$ cat config.mk
export PLATFORM = sky130hd
export DESIGN_NAME = hex_command_frame_parser_unit
export DESIGN_NICKNAME = d
export VERILOG_FILES = /design/src/hcfp_pkg.sv /design/src/hcfp_char_stage.sv /design/src/hcfp_parse_core.sv /design/src/hcfp_result_reg.sv /design/src/hex_command_frame_parser_unit.sv
export SDC_FILE = /design/constraint.sdc
export NUM_CORES = 1
export LEC_CHECK = 0
export ABC_AREA = 1
export BUFFER_PORTS_ARGS = -buffer_cell sky130_fd_sc_hd__buf_4
export CAP_MARGIN = 20
export CELL_PAD_IN_SITES_DETAIL_PLACEMENT = 1
export CELL_PAD_IN_SITES_GLOBAL_PLACEMENT = 1
export CORE_MARGIN = 4
export CORE_UTILIZATION = 48
export DETAILED_ROUTE_END_ITERATION = 16
export PLACE_DENSITY = 0.92
export SETUP_SLACK_MARGIN = 0.05
export SLEW_MARGIN = 25
export SYNTH_ARGS = -nofsm -noshare
export SYNTH_HDL_FRONTEND = slang
export SYNTH_SLANG_ARGS = --single-unit
export TNS_END_PERCENT = 100
$ cat constraint.sdc
create_clock -name clk -period 12.9 [get_ports clk]
set_input_delay 2.58 -clock clk [delete_from_list [all_inputs] [get_ports clk]]
set_output_delay 2.58 -clock clk [all_outputs]
set_load 0.02 [all_outputs]
$ cat src/hcfp_pkg.sv
package hcfp_pkg;

  // character codes used by the parser
  localparam logic [7:0] CHAR_T      = 8'h54;
  localparam logic [7:0] CHAR_V      = 8'h56;
  localparam logic [7:0] CHAR_S      = 8'h53;
  localparam logic [7:0] CHAR_U      = 8'h55;
  localparam logic [7:0] CHAR_Z      = 8'h5A;
  localparam logic [7:0] CHAR_LBRACE = 8'h7B;
  localparam logic [7:0] CHAR_LPAREN = 8'h28;
  localparam logic [7:0] CHAR_SEMI   = 8'h3B;

  // message positions
  localparam logic [1:0] POS_CSUM_HI = 2'd0;
  localparam logic [1:0] POS_CSUM_LO = 2'd1;
  localparam logic [1:0] POS_LETTER  = 2'd2;
  localparam logic [1:0] POS_PAYLOAD = 2'd3;

  // status codes
  localparam logic [1:0] STATUS_OK        = 2'd0;
  localparam logic [1:0] STATUS_CHECKSUM  = 2'd1;
  localparam logic [1:0] STATUS_PARSE_ERR = 2'd2;
  localparam logic [1:0] STATUS_UNKNOWN   = 2'd3;

  localparam int unsigned RESULT_W = 112;

  // one result transaction
  typedef struct packed {
    logic        power_on;
    logic        clear_speeds;
    logic        reset_servo;
    logic        restart_timeout;
    logic [31:0] value_third;
    logic [31:0] value_second;
    logic [31:0] value_first;
    logic [1:0]  values_parsed;
    logic [7:0]  command;
    logic [1:0]  status;
  } result_t;

  // hex digit decode: {is_hex, digit}, digit zero when not hex
  function automatic logic [4:0] hex_decode(input logic [7:0] c);
    logic [4:0] r;
    r = 5'd0;
    if (c >= 8'h30 && c <= 8'h39) begin
      r = {1'b1, 4'(c - 8'h30)};
    end else if (c >= 8'h41 && c <= 8'h46) begin
      r = {1'b1, 4'(c - 8'h37)};
    end else if (c >= 8'h61 && c <= 8'h66) begin
      r = {1'b1, 4'(c - 8'h57)};
    end
    return r;
  endfunction

endpackage

$ cat src/hcfp_char_stage.sv
module hcfp_char_stage (
  input  logic       clk,
  input  logic       rst,
  input  logic       in_valid,
  output logic       in_ready,
  input  logic [7:0] in_char,
  input  logic       in_last,
  input  logic       advance,
  output logic       item_valid,
  output logic [7:0] item_char,
  output logic       item_last
);

  // stage is free when empty or when its item moves on this cycle
  assign in_ready = !item_valid || advance;

  // occupancy
  always_ff @(posedge clk) begin
    if (rst) begin
      item_valid <= 1'b0;
    end else if (in_ready) begin
      item_valid <= in_valid;
    end
  end

  // payload capture
  always_ff @(posedge clk) begin
    if (in_valid && in_ready) begin
      item_char <= in_char;
      item_last <= in_last;
    end
  end

endmodule

$ cat src/hcfp_parse_core.sv
module hcfp_parse_core (
  input  logic                 clk,
  input  logic                 rst,
  input  logic                 advance,
  input  logic [7:0]           char_code,
  input  logic                 last_char,
  output hcfp_pkg::result_t    res
);

  logic [1:0]  char_position, char_position_next;
  logic [7:0]  received_checksum, received_checksum_next;
  logic [7:0]  running_sum, running_sum_next;
  logic        checksum_malformed, checksum_malformed_next;
  logic [7:0]  command_letter, command_letter_next;
  logic [31:0] hex_accumulator, hex_accumulator_next;
  logic        digit_seen, digit_seen_next;
  logic        field_done, field_done_next;
  logic [1:0]  field_number, field_number_next;
  logic        parse_failed, parse_failed_next;
  logic [31:0] captured_first, captured_first_next;
  logic [31:0] captured_second, captured_second_next;

  logic [4:0]  hex;
  logic        is_one, is_three, frame_bad;
  logic [1:0]  count, need, vp;
  logic [31:0] v0, v1, v2;

  assign hex = hcfp_pkg::hex_decode(char_code);

  // per-character state update
  always_comb begin
    char_position_next      = char_position;
    received_checksum_next  = received_checksum;
    running_sum_next        = running_sum;
    checksum_malformed_next = checksum_malformed;
    command_letter_next     = command_letter;
    hex_accumulator_next    = hex_accumulator;
    digit_seen_next         = digit_seen;
    field_done_next         = field_done;
    field_number_next       = field_number;
    parse_failed_next       = parse_failed;
    captured_first_next     = captured_first;
    captured_second_next    = captured_second;
    unique case (char_position)
      hcfp_pkg::POS_CSUM_HI: begin
        if (!hex[4]) checksum_malformed_next = 1'b1;
        received_checksum_next = {hex[3:0], 4'h0};
        char_position_next     = hcfp_pkg::POS_CSUM_LO;
      end
      hcfp_pkg::POS_CSUM_LO: begin
        if (!hex[4]) checksum_malformed_next = 1'b1;
        received_checksum_next = {received_checksum[7:4], hex[3:0]};
        char_position_next     = hcfp_pkg::POS_LETTER;
      end
      hcfp_pkg::POS_LETTER: begin
        command_letter_next = char_code;
        running_sum_next    = char_code;
        char_position_next  = hcfp_pkg::POS_PAYLOAD;
      end
      default: begin
        running_sum_next = running_sum + char_code;
        // payload field parsing
        if (!parse_failed) begin
          if (char_code == hcfp_pkg::CHAR_SEMI) begin
            if (field_number < 2'd2) begin
              if (!digit_seen) begin
                parse_failed_next = 1'b1;
              end else begin
                if (field_number[0]) captured_second_next = hex_accumulator;
                else                 captured_first_next  = hex_accumulator;
                field_number_next    = field_number + 2'd1;
                hex_accumulator_next = 32'd0;
                digit_seen_next      = 1'b0;
                field_done_next      = 1'b0;
              end
            end else begin
              field_done_next = 1'b1;
            end
          end else if (!field_done) begin
            if (hex[4]) begin
              hex_accumulator_next = {hex_accumulator[27:0], hex[3:0]};
              digit_seen_next      = 1'b1;
            end else begin
              field_done_next = 1'b1;
            end
          end
        end
      end
    endcase
  end

  // result from the post-update state
  always_comb begin
    frame_bad = (char_position_next != hcfp_pkg::POS_PAYLOAD) || checksum_malformed_next ||
                (running_sum_next != received_checksum_next);
    is_one    = (command_letter_next == hcfp_pkg::CHAR_T) ||
                (command_letter_next == hcfp_pkg::CHAR_V) ||
                (command_letter_next == hcfp_pkg::CHAR_S) ||
                (command_letter_next == hcfp_pkg::CHAR_U);
    is_three  = (command_letter_next == hcfp_pkg::CHAR_LBRACE) ||
                (command_letter_next == hcfp_pkg::CHAR_LPAREN) ||
                (command_letter_next == hcfp_pkg::CHAR_Z);
    count = field_number_next + {1'b0, (!parse_failed_next && digit_seen_next)};
    need  = is_three ? 2'd3 : 2'd1;
    vp    = (count < need) ? count : need;
    v0 = (vp > 2'd0) ? ((field_number_next > 2'd0) ? captured_first_next  : hex_accumulator_next)
                     : 32'd0;
    v1 = (vp > 2'd1) ? ((field_number_next > 2'd1) ? captured_second_next : hex_accumulator_next)
                     : 32'd0;
    v2 = (vp > 2'd2) ? hex_accumulator_next : 32'd0;

    res = '0;
    res.command = command_letter_next;
    if (frame_bad) begin
      res.status = hcfp_pkg::STATUS_CHECKSUM;
    end else begin
      if (count == 2'd0)          res.status = hcfp_pkg::STATUS_PARSE_ERR;
      else if (!is_one && !is_three) res.status = hcfp_pkg::STATUS_UNKNOWN;
      else if (vp < need)         res.status = hcfp_pkg::STATUS_PARSE_ERR;
      else                        res.status = hcfp_pkg::STATUS_OK;
      res.values_parsed = vp;
      res.value_first   = v0;
      res.value_second  = v1;
      res.value_third   = v2;
      if (res.status == hcfp_pkg::STATUS_OK) begin
        res.restart_timeout = (command_letter_next == hcfp_pkg::CHAR_T) ||
                              (command_letter_next == hcfp_pkg::CHAR_V);
        res.reset_servo     = (command_letter_next == hcfp_pkg::CHAR_S) ||
                              (command_letter_next == hcfp_pkg::CHAR_Z);
        res.clear_speeds    = (command_letter_next == hcfp_pkg::CHAR_U) ||
                              (command_letter_next == hcfp_pkg::CHAR_Z);
        res.power_on        = (command_letter_next == hcfp_pkg::CHAR_U) && (v0[30:0] != 31'd0);
      end
    end
  end

  // message state, cleared at every message end
  always_ff @(posedge clk) begin
    if (rst) begin
      char_position      <= hcfp_pkg::POS_CSUM_HI;
      received_checksum  <= 8'd0;
      running_sum        <= 8'd0;
      checksum_malformed <= 1'b0;
      command_letter     <= 8'd0;
      hex_accumulator    <= 32'd0;
      digit_seen         <= 1'b0;
      field_done         <= 1'b0;
      field_number       <= 2'd0;
      parse_failed       <= 1'b0;
    end else if (advance) begin
      if (last_char) begin
        char_position      <= hcfp_pkg::POS_CSUM_HI;
        received_checksum  <= 8'd0;
        running_sum        <= 8'd0;
        checksum_malformed <= 1'b0;
        command_letter     <= 8'd0;
        hex_accumulator    <= 32'd0;
        digit_seen         <= 1'b0;
        field_done         <= 1'b0;
        field_number       <= 2'd0;
        parse_failed       <= 1'b0;
      end else begin
        char_position      <= char_position_next;
        received_checksum  <= received_checksum_next;
        running_sum        <= running_sum_next;
        checksum_malformed <= checksum_malformed_next;
        command_letter     <= command_letter_next;
        hex_accumulator    <= hex_accumulator_next;
        digit_seen         <= digit_seen_next;
        field_done         <= field_done_next;
        field_number       <= field_number_next;
        parse_failed       <= parse_failed_next;
      end
    end
  end

  // captured values, only read once written in the current message
  always_ff @(posedge clk) begin
    if (advance) begin
      captured_first  <= captured_first_next;
      captured_second <= captured_second_next;
    end
  end

endmodule

$ cat src/hcfp_result_reg.sv
module hcfp_result_reg (
  input  logic              clk,
  input  logic              rst,
  input  logic              load,
  input  hcfp_pkg::result_t res_in,
  output logic              slot_free,
  output logic              out_valid,
  input  logic              out_ready,
  output hcfp_pkg::result_t res_out
);

  // a new result may enter when empty or when the held one leaves now
  assign slot_free = !out_valid || out_ready;

  always_ff @(posedge clk) begin
    if (rst) begin
      out_valid <= 1'b0;
    end else if (slot_free) begin
      out_valid <= load;
    end
  end

  always_ff @(posedge clk) begin
    if (load && slot_free) begin
      res_out <= res_in;
    end
  end

endmodule

$ cat src/hex_command_frame_parser_unit.sv
// a message result is loaded into the result register when its last character leaves the input register
// throughput: one character per cycle, unless a last character waits for a busy result register;
// the parse core update between the input register and the result register is combinational
// reset (rst, synchronous, active high) empties both registers and clears the message state
module hex_command_frame_parser_unit (
  input  logic                            clk,
  input  logic                            rst,
  input  logic                            s_axis_tvalid,
  output logic                            s_axis_tready,
  input  logic [7:0]                      s_axis_tdata,  // [7:0] char_code
  input  logic                            s_axis_tlast,  // last_char
  output logic                            m_axis_tvalid,
  input  logic                            m_axis_tready,
  // [1:0] status, [9:2] command, [11:10] values_parsed, [43:12] value_first,
  // [75:44] value_second, [107:76] value_third, [108] restart_timeout,
  // [109] reset_servo, [110] clear_speeds, [111] power_on
  output logic [hcfp_pkg::RESULT_W-1:0]   m_axis_tdata
);

  logic              item_valid;
  logic [7:0]        item_char;
  logic              item_last;
  logic              advance;
  logic              slot_free;
  hcfp_pkg::result_t core_res;
  hcfp_pkg::result_t out_res;

  // an item moves on unless it ends a message and the result slot is busy
  assign advance = item_valid && (!item_last || slot_free);

  hcfp_char_stage u_char_stage (
    .clk        (clk),
    .rst        (rst),
    .in_valid   (s_axis_tvalid),
    .in_ready   (s_axis_tready),
    .in_char    (s_axis_tdata),
    .in_last    (s_axis_tlast),
    .advance    (advance),
    .item_valid (item_valid),
    .item_char  (item_char),
    .item_last  (item_last)
  );

  hcfp_parse_core u_parse_core (
    .clk       (clk),
    .rst       (rst),
    .advance   (advance),
    .char_code (item_char),
    .last_char (item_last),
    .res       (core_res)
  );

  hcfp_result_reg u_result_reg (
    .clk       (clk),
    .rst       (rst),
    .load      (advance && item_last),
    .res_in    (core_res),
    .slot_free (slot_free),
    .out_valid (m_axis_tvalid),
    .out_ready (m_axis_tready),
    .res_out   (out_res)
  );

  assign m_axis_tdata = out_res;

endmodule
# Word-level counts from Yosys, hierarchy flattened

Index checks and enable logic that the tools add are counted.

Bits in registers: 251
Bits in latches: 0
Bits in writable memories: 0
ROM bits: 0
Input port bits: 13
Output and inout port bits: 114
Logic and storage cells: 175
Memories kept: 0

$add $sub $neg: 6
$mul: 0
Div/mod/pow operators: 0
Order comparisons: 14
Eq/ne operators: 15
Shifts and indexed selects: 0
Mux-type cells: 70
Bitwise gates (word level): 4
Reduce and logical (&&, ||, !) cells: 39

Operators by type and width:

| operator              | number |
|---|---|
| $mux W32              | 22 |
| $eq A8 B7 Y1 const B  | 6 |
| $mux W8               | 4 |
| $pmux W8 S2           | 2 |
| $mux W31              | 1 |
| $reduce_bool A31 Y1   | 1 |
| $mux W2               | 13 |
| $mux W1               | 24 |
| $eq A8 B6 Y1 const B  | 2 |
| $ge A8 B7 Y1 const B  | 2 |
| $le A8 B7 Y1 const B  | 2 |
| $mux W5               | 3 |
| $logic_or A1 B1 Y1    | 12 |
| $logic_and A1 B1 Y1   | 10 |
| $reduce_or A2 Y1      | 5 |
| $add A8 B8 Y8         | 1 |
| $ge A8 B6 Y1 const B  | 1 |
| $gt A2 B1 Y1 const B  | 4 |
| $le A8 B6 Y1 const B  | 1 |
| $ne A8 B8 Y1          | 1 |
| $sub A4 B3 Y4 const B | 2 |
| $logic_not A1 Y1      | 6 |
| $logic_not A2 Y1      | 3 |
| $pmux W2 S3           | 1 |
| other kinds (14)      | 19 |

# Depth between registers and ports, before layout

Gate-level depths: netlist (run 1).

Word-level depth: 22
Gate-level depth with buffers: 27
Mapped depth without buffers: 26

# Cells and area by module

From an unflattened synthesis (run 1), not the netlist that was laid out.

Cell total of the unflattened synthesis: 1463
Area total of the unflattened synthesis: 12428.2 um^2

Modules (own cells, without submodules):

| module                        | instances | cells each | area an instance (um^2) |
|---|---|---|---|
| hcfp_parse_core               | 1         | 1325       | 8674.6 |
| hcfp_result_reg               | 1         | 118        | 3410.8 |
| hcfp_char_stage               | 1         | 15         | 317.8 |
| hex_command_frame_parser_unit | 1         | 5          | 25.0 |

# Worst setup path after synthesis (run 1)

No wires, ideal clock.

Path kind: input port to flip-flop
From: input port m_axis_tready
To: register u_result_reg.res_out[0] (netlist bit) (enable)
Setup time: 466 ps
Arrival: 6589 ps
Data required time: 12434 ps
Path slack: 5845 ps
Stages on the path: 6
Cell sequence: nor2_1 > nand2_1 > nand2_1 > inv_1 > nand2_1 > inv_1

Word-level cells in the longest chain between the ends: 5

Ends and longest elaborated chain:

| what                   | line                                | source |
|---|---|---|
| start: declaration     | hex_command_frame_parser_unit.sv:13 | `input logic m_axis_tready,` |
| $logic_or A1 B1 Y1     | hcfp_result_reg.sv:13               | `assign slot_free = !out_valid \|\| out_ready;` |
| $logic_or A1 B1 Y1     | hex_command_frame_parser_unit.sv:29 | `assign advance = item_valid && (!item_last \|\| slot_free);` |
| $logic_and A1 B1 Y1    | hex_command_frame_parser_unit.sv:29 |  |
| net advance            | hex_command_frame_parser_unit.sv:23 | `logic advance;` |
| $logic_and A1 B1 Y1    | hex_command_frame_parser_unit.sv:56 | `.load (advance && item_last),` |
| $logic_and A1 B1 Y1    | hcfp_result_reg.sv:24               | `if (load && slot_free) begin` |
| end signal: assignment | hcfp_result_reg.sv:25               | `res_out <= res_in;` |
| end: declaration       | hcfp_result_reg.sv:9                | `output hcfp_pkg::result_t res_out` |

The timed path passes the listed nets, and every way through them passes these cells.
A chain may end at the register's enable or synchronous reset.

# Final worst setup path (run 1)

From: input port m_axis_tready
To: output port s_axis_tready

Word-level cells in the longest chain between the ends: 4

Ends and longest elaborated chain:

| what                | line                                | source |
|---|---|---|
| $logic_or A1 B1 Y1  | hcfp_result_reg.sv:13               |  |
| $logic_or A1 B1 Y1  | hex_command_frame_parser_unit.sv:29 |  |
| $logic_and A1 B1 Y1 | hex_command_frame_parser_unit.sv:29 |  |
| $logic_or A1 B1 Y1  | hcfp_char_stage.sv:15               | `assign in_ready = !item_valid \|\| advance;` |
| end: declaration    | hex_command_frame_parser_unit.sv:9  | `output logic s_axis_tready,` |

Every way passes these cells.

==> results.cfg, run 1 <==
[sta]
period_minus_slack_ps = 5750
final.setup.tns_ps = 0
rsz0062_at_grt = false
worst_pin_slew_ps = 1000
skew_ps = 24.7
relSlewSlack = 0.329
hold_ws_ps = 466
max_freq_ghz = 0.174
hold_viol = 0
maxSlewViolCount = 0
finalCritPeriodShare = 0.446
setup_violations = 0

[routing]
wl_per_cell_um = 19.9
num_vias = 11708
first_pass_iters = 5
totalWireLength_um = 41000
drcViolationCount = 0
ant_nets = 0
vias_per_cell = 5.69
drtIter0Drc = 912

[placed_design]
gp_congestion = 0.894
dp_hpwl_um = 27600
port_buffers = 126

[critical_path]
crit_slowest_cell = buf_4
critPathLaunchType = input port
cp.arrival_ps = 3170
crit_required_ps = 10320
worstPathMaxFanout = 3
path_class = in -> out
path_cells = buf_4, nor2_1, nand3_1, buf_4
max_stage_delay_ps = 190
crit_path_frequent_cell = buf_4
cp-end-kind = output pin

[power_and_ir_drop]
switching_share = 0.229
comb_power_share = 0.047
seqPwrFrac = 0.503
power_density_mw_per_mm2 = 117
irDropWorstVdd_mv = 0.0954
p_leak_nw = 6.60
power.internal_mw = 1.35
pwr-share-clk = 0.451
power_switching_mw = 0.401

[global_routing]
met1_usage = 0.310
first_global_vias = 12221
grt_max_degree = 68
grt.busiest_layer = met2
gr-usage-met2 = 0.493
grt.total_usage = 0.274
antenna_found_initial = 0
grt_overflow_total = 0
grt_pass1_wl_um = 64400
use_met3 = 0.0320

[synthesis]
ys_ff_latch = 251
synth_cell_types = 44
syn_nets = 1641
synth_cells = 1616
yosysTopAreaCell = edfxtp_1
synth_area_leaders = edfxtp_1, nand2_1, dfxtp_1, inv_1, o21ai_0
synthTopCellsByCount = nand2_1, inv_1, edfxtp_1
synth_warnings = 0
yosysMostFrequentCell = nand2_1
synth_flop_cell = edfxtp_1
syn_area_mm2 = 0.0130
syn_area_per_cell_um2 = 8.03
ys_seq_area_frac = 0.530
ys_async_sr_fraction = 0
synth_edf_count = 185
yosysTopAreaCellShare = 0.428

[min_path]
hold_path_class = reg -> reg

[floorplanning]
die_w_um = 172
fp.dieH_um = 172
die_area_mm2 = 0.0297
start_util = 0.493
io_pins = 127
core_area_mm2 = 0.0264
rows = 59

[clock_network]
clock_latency_ps = 560
cts_buffer_depth = 3
clk_pin_slew_worst_paths_ps = 60
cts-root-buf = clkbuf_16
cts_hold_buf = 0
cts.sink_count = 251
h-tree-depth = 1
cts_tree = yes
cts_made_buffers = 28
cts_resized = 0
post-cts-setup-buffers = 0

[job]
maxCapViolCount = 0

[cells_and_area]
antenna_cells = 0
fin_nets = 1726
drive_gt1_frac = 0.130
fill_cells = 3258
synthToLayoutAreaGrowth_pct = 15.5

[run_status]
status = finished clean
==> power groups by stage <==
stage / clock network [mW] / logic, mW / registers, mW
final: 0.790 / 0.0819 / 0.881
after global routing: 0.835 / 0.0887 / 0.882
after CTS: 0.801 / 0.0824 / 0.882
after detailed placement: 0 / 0.0821 / 0.899
after global placement: 0 / 0.0794 / 0.898
after floorplan: 0 / 0.0369 / 0.910
==> path summary, 6_finish.rpt <==
check	start	to	slack (ps)	depth (start not counted)
max reg2reg	u_parse_core.char_position[1]$_SDFFE_PP0P_	u_result_reg.res_out[111]$_SDFFCE_PP0P_	7530	22
min reg2reg	u_parse_core.received_checksum[6]$_SDFFE_PP0P_	u_parse_core.received_checksum[6]$_SDFFE_PP0P_	470	2
max	m_axis_tready	s_axis_tready	7150	4
min	u_parse_core.received_checksum[6]$_SDFFE_PP0P_	u_parse_core.received_checksum[6]$_SDFFE_PP0P_	470	2
==> cell usage in the layout, fill, tap and decap left out, types with 2 or more instances in the layout <==
| cell type | n |
|---|---|
| nor3_2 | 2 |
| nor2_4 | 2 |
| inv_1 | 211 |
| clkinv_2 | 6 |
| nand2_1 | 454 |
| nor2_2 | 13 |
| nor3_1 | 6 |
| o21ai_0 | 141 |
| nand2_4 | 4 |
| clkinv_1 | 2 |
| o21ai_1 | 16 |
| o31ai_1 | 10 |
| ha_1 | 11 |
| clkbuf_8 | 4 |
| a21oi_1 | 75 |
| inv_4 | 2 |
| buf_4 | 137 |
| nand4_1 | 35 |
| edfxtp_1 | 185 |
| clkbuf_16 | 29 |
| nand2_2 | 6 |
| inv_2 | 8 |
| nor2_1 | 155 |
| nand3_1 | 90 |
| o21a_1 | 3 |
| or2_2 | 3 |
| clkbuf_1 | 8 |
| dfxtp_1 | 66 |
| xor2_1 | 4 |
| nand3b_1 | 16 |
==> critical path, delay by kind of cell <==
family | cells | cell delay [ps]
buffers and inverters | 2 | 300
AND/OR/NAND/NOR | 2 | 290
==> routing by layer <==
metal | vias up | routed length, um
met1 | 5697 | 15200
met2 | 430 | 20900
met5 | - | 0
met3 | 150 | 1980
met4 | 0 | 2900
li1 | 5431 | -
==> cell type report <==
| cell class | instances | area [um2] | share of cell area |
|---|---|---|---|
| clock inverters | 11 | 91.3 | 0.00609 |
| well taps | 335 | 419 | 0.0280 |
| clock buffers | 41 | 811 | 0.0541 |
| multi-input cells | 1062 | 4930 | 0.329 |
| inverters | 221 | 835 | 0.0557 |
| repair buffers | 137 | 1030 | 0.0686 |
| flip-flops and latches | 251 | 6880 | 0.459 |
==> sequential cells by signal, indices dropped and copies added, names as in the netlist <==
register	flops
u_parse_core.parse_failed	1
u_parse_core.field_number	2
u_parse_core.captured_second	32
u_result_reg.res_out	112
u_char_stage.item_valid	1
u_parse_core.captured_first	32
u_parse_core.field_done	1
u_result_reg.out_valid	1
u_char_stage.item_char	8
u_parse_core.checksum_malformed	1
u_parse_core.command_letter	8
u_parse_core.char_position	2
u_parse_core.digit_seen	1
u_parse_core.hex_accumulator	32
u_parse_core.running_sum	8
u_char_stage.item_last	1
u_parse_core.received_checksum	8
==> per-stage QoR <==
stage / total power [mW] / cell area, um2 / setup WS, ps / utilization / cells
global route: 1.81 / 15000 / 7070 / 0.569 / 2058
global placement: 0.977 / 14100 / 7170 / 0.534 / 2006
detailed placement: 0.981 / 14100 / 7140 / 0.534 / 2006
floorplan: 0.947 / 13000 / 5840 / - / 1616
CTS: 1.76 / 15000 / 7140 / 0.569 / 2058
finish: 1.75 / 15000 / 7150 / 0.569 / 2058
==> cell families (layout without fill, tap and decap cells) <==
group	Yosys count	after routing	share of synthesized area
AND/OR/NAND/NOR	793	793	0.260
XOR/XNOR	4	4	0.00270
multiplexers	1	1	0.000867
buffers and inverters	303	410	0.0932
AO/OA/AOI/OAI	252	252	0.101
flip-flops	251	251	0.530
adder cells (fa/ha/maj)	12	12	0.0121
Note: power is estimated with default switching activity, not from simulation.
==> inputs of run 2 (changes only) <==
--- a/config.mk
+++ b/config.mk
@@ -11,9 +11,9 @@
 export CELL_PAD_IN_SITES_DETAIL_PLACEMENT = 1
 export CELL_PAD_IN_SITES_GLOBAL_PLACEMENT = 1
 export CORE_MARGIN = 4
-export CORE_UTILIZATION = 48
+export CORE_UTILIZATION = 40
 export DETAILED_ROUTE_END_ITERATION = 16
-export PLACE_DENSITY = 0.92
+export PLACE_DENSITY = 0.83
 export SETUP_SLACK_MARGIN = 0.05
 export SLEW_MARGIN = 25
 export SYNTH_ARGS = -nofsm -noshare
==> constraint.sdc (replaced) <==
create_clock -name clk -period 5.2 [get_ports clk]
set_input_delay 1.04 -clock clk [delete_from_list [all_inputs] [get_ports clk]]
set_output_delay 1.04 -clock clk [all_outputs]
set_load 0.02 [all_outputs]
==> run 2 against run 1 <==
  * Power up 150%
  * Register-to-register slack worse by 6400 ps
  * Clock skew down 2.2 ps
  * Sequential power up 150%
  * Sequential share of layout area down 0.51 points
  * Sequential cell count unchanged
  * Combinational power rose to 2.5 times the previous value
  * Via count down 2.8%
  * Clock power up 140%
  * Largest power group unchanged
==> results.cfg, run 2 (synthesis results as in run 1) <==
[run_status]
status = finished clean

[cells_and_area]
antenna_cells = 0
stdcell_count = 2166
fin_nets = 1734
drive_gt1_frac = 0.134
final_common_cell = nand2_1
synthToLayoutAreaGrowth_pct = 16.8
layout_common_cells = nand2_1, inv_1, edfxtp_1, nor2_1, buf_4
largest_reg_flops = 112
regMostFlops = u_result_reg.res_out
fill_cells = 3862

[floorplanning]
core_area_mm2 = 0.0318
rows = 65
io_pins = 127
die_w_um = 188
start_util = 0.408
die_area_mm2 = 0.0354
fp.dieH_um = 188

[placed_design]
port_buffers = 126
gp_congestion = 0.911
dp_hpwl_um = 28600
dp_cells = 2114

[routing]
drtIter0Drc = 631
ant_nets = 0
totalWireLength_um = 40500
vias_per_cell = 5.26
wl_per_cell_um = 18.7
drcViolationCount = 0
first_pass_iters = 5
num_vias = 11383

[critical_path]
crit_path_frequent_cell = nand2_1
rrSetupSlack_ps = 1140
rr_endpoint = u_result_reg.res_out[111]$_SDFFCE_PP0P_
cp.arrival_ps = 4350
critPathLaunchType = register
cp_top_family = simple AND/OR/NAND/NOR gates
r2r_start = u_char_stage.item_char[1]$_DFFE_PP_
crit_required_ps = 5490
critical_path_buf_inv_count = 6
max_stage_delay_ps = 520
crit_slowest_cell = edfxtp_1
reg2reg_depth = 26
cp-end-kind = register
path_class = reg -> reg
worstPathMaxFanout = 33

[power_and_ir_drop]
switching_share = 0.229
seqPwrFrac = 0.509
power.internal_mw = 3.31
p_leak_nw = 6.58
power_density_mw_per_mm2 = 283
comb_power_share = 0.048
power_switching_mw = 0.983
irDropWorstVdd_mv = 0.236
pwr-share-clk = 0.442

[min_path]
holdPathStages = 2
hold_path_class = reg -> reg
min_to = u_parse_core.checksum_malformed$_SDFFE_PP0P_
hp-start = u_parse_core.checksum_malformed$_SDFFE_PP0P_

[sta]
final.setup.tns_ps = 0
finalCritPeriodShare = 0.781
setup_violations = 0
period_minus_slack_ps = 4060
skew_ps = 22.6
worst_pin_slew_ps = 991
maxSlewViolCount = 0
relSlewSlack = 0.340
max_freq_ghz = 0.246
hold_viol = 0
rsz0062_at_grt = false

[clock_network]
h-tree-depth = 1
cts_resized = 0
clk_pin_slew_worst_paths_ps = 60
cts.sink_count = 251
cts_buffer_depth = 3
cts_tree = yes
clock_latency_ps = 550
post-cts-setup-buffers = 0
cts_made_buffers = 28
cts_hold_buf = 0
cts-root-buf = clkbuf_16

[global_routing]
grt_pass1_wl_um = 64300
first_global_vias = 12215
grt.total_usage = 0.224
grt_max_degree = 70
antenna_found_initial = 0
grt_overflow_total = 0

[job]
maxCapViolCount = 0
-- run 2: worst register-to-register path: stages, from the launching register on --
cell and delay [ps]:
edfxtp_1 520, inv_1 130, ha_1 200, o21ai_2 80
nand2_2 110, nand2_4 100, nand2_4 300, nand2_1 150
inv_1 160, nand2_1 150, o21ai_0 140, inv_1 60
nor2_1 170, ha_1 260, inv_1 90, nand3_1 80
buf_4 230, o21ai_1 140, inv_1 60, nand2_1 100
nand2_1 70, nor2_1 120, nand2_1 70, nor2_1 150
nand2_1 80, nand2_1 60, nor2_1 40
-- run 2: per-stage QoR --
stage | hold slack, ps | total power [mW] | cell area (um2) | util | setup WS, ps
after floorplan | 435 | 2.35 | 13000 | - | 498
after detailed placement | 454 | 2.44 | 14300 | 0.449 | 1210
final | 462 | 4.30 | 15200 | 0.477 | 1140
after global routing | 482 | 4.46 | 15200 | 0.477 | 807
after global placement | 446 | 2.44 | 14300 | 0.449 | 1450
after CTS | 463 | 4.35 | 15200 | 0.477 | 1130
-- run 2: worst max-delay path by stage --
stage,from,end,slack (ps),depth (start not counted)
floorplan,m_axis_tready,u_result_reg.res_out[0]$_SDFFCE_PP1P_,500,6
global placement,u_char_stage.item_char[1]$_DFFE_PP_,u_result_reg.res_out[111]$_SDFFCE_PP0P_,1450,26
detailed placement,u_char_stage.item_char[1]$_DFFE_PP_,u_result_reg.res_out[111]$_SDFFCE_PP0P_,1210,26
CTS,u_char_stage.item_char[1]$_DFFE_PP_,u_result_reg.res_out[111]$_SDFFCE_PP0P_,1130,26
global route,u_char_stage.item_char[1]$_DFFE_PP_,u_result_reg.res_out[111]$_SDFFCE_PP0P_,810,26
finish,u_char_stage.item_char[1]$_DFFE_PP_,u_result_reg.res_out[111]$_SDFFCE_PP0P_,1140,26
-- run 2: cell type report --
class                           instances  area [um2]  area share
Tap cell                              435         544      0.0359
Clock buffer                           35         757      0.0499
Timing Repair Buffer                  145        1100      0.0726
Inverter                              221         836      0.0551
Multi-Input combinational cell       1062        4920       0.325
Clock inverter                         17         123     0.00809
Sequential cell                       251        6880       0.454
-- run 2: layer usage --
metal  wire, um  global-route usage  vias up
met5          0                   0        -
met4       2200               0.109        0
met3       1390              0.0246      116
met2      21400               0.423      292
met1      15500               0.249     5530
li1           -                   -     5445
-- run 2: power by group through the flow --
stage,registers [mW],logic (mW),clock network [mW]
finish,2.19,0.208,1.90
detailed placement,2.23,0.210,0
CTS,2.19,0.210,1.95
global route,2.19,0.226,2.04
global placement,2.23,0.205,0
floorplan,2.26,0.0919,0
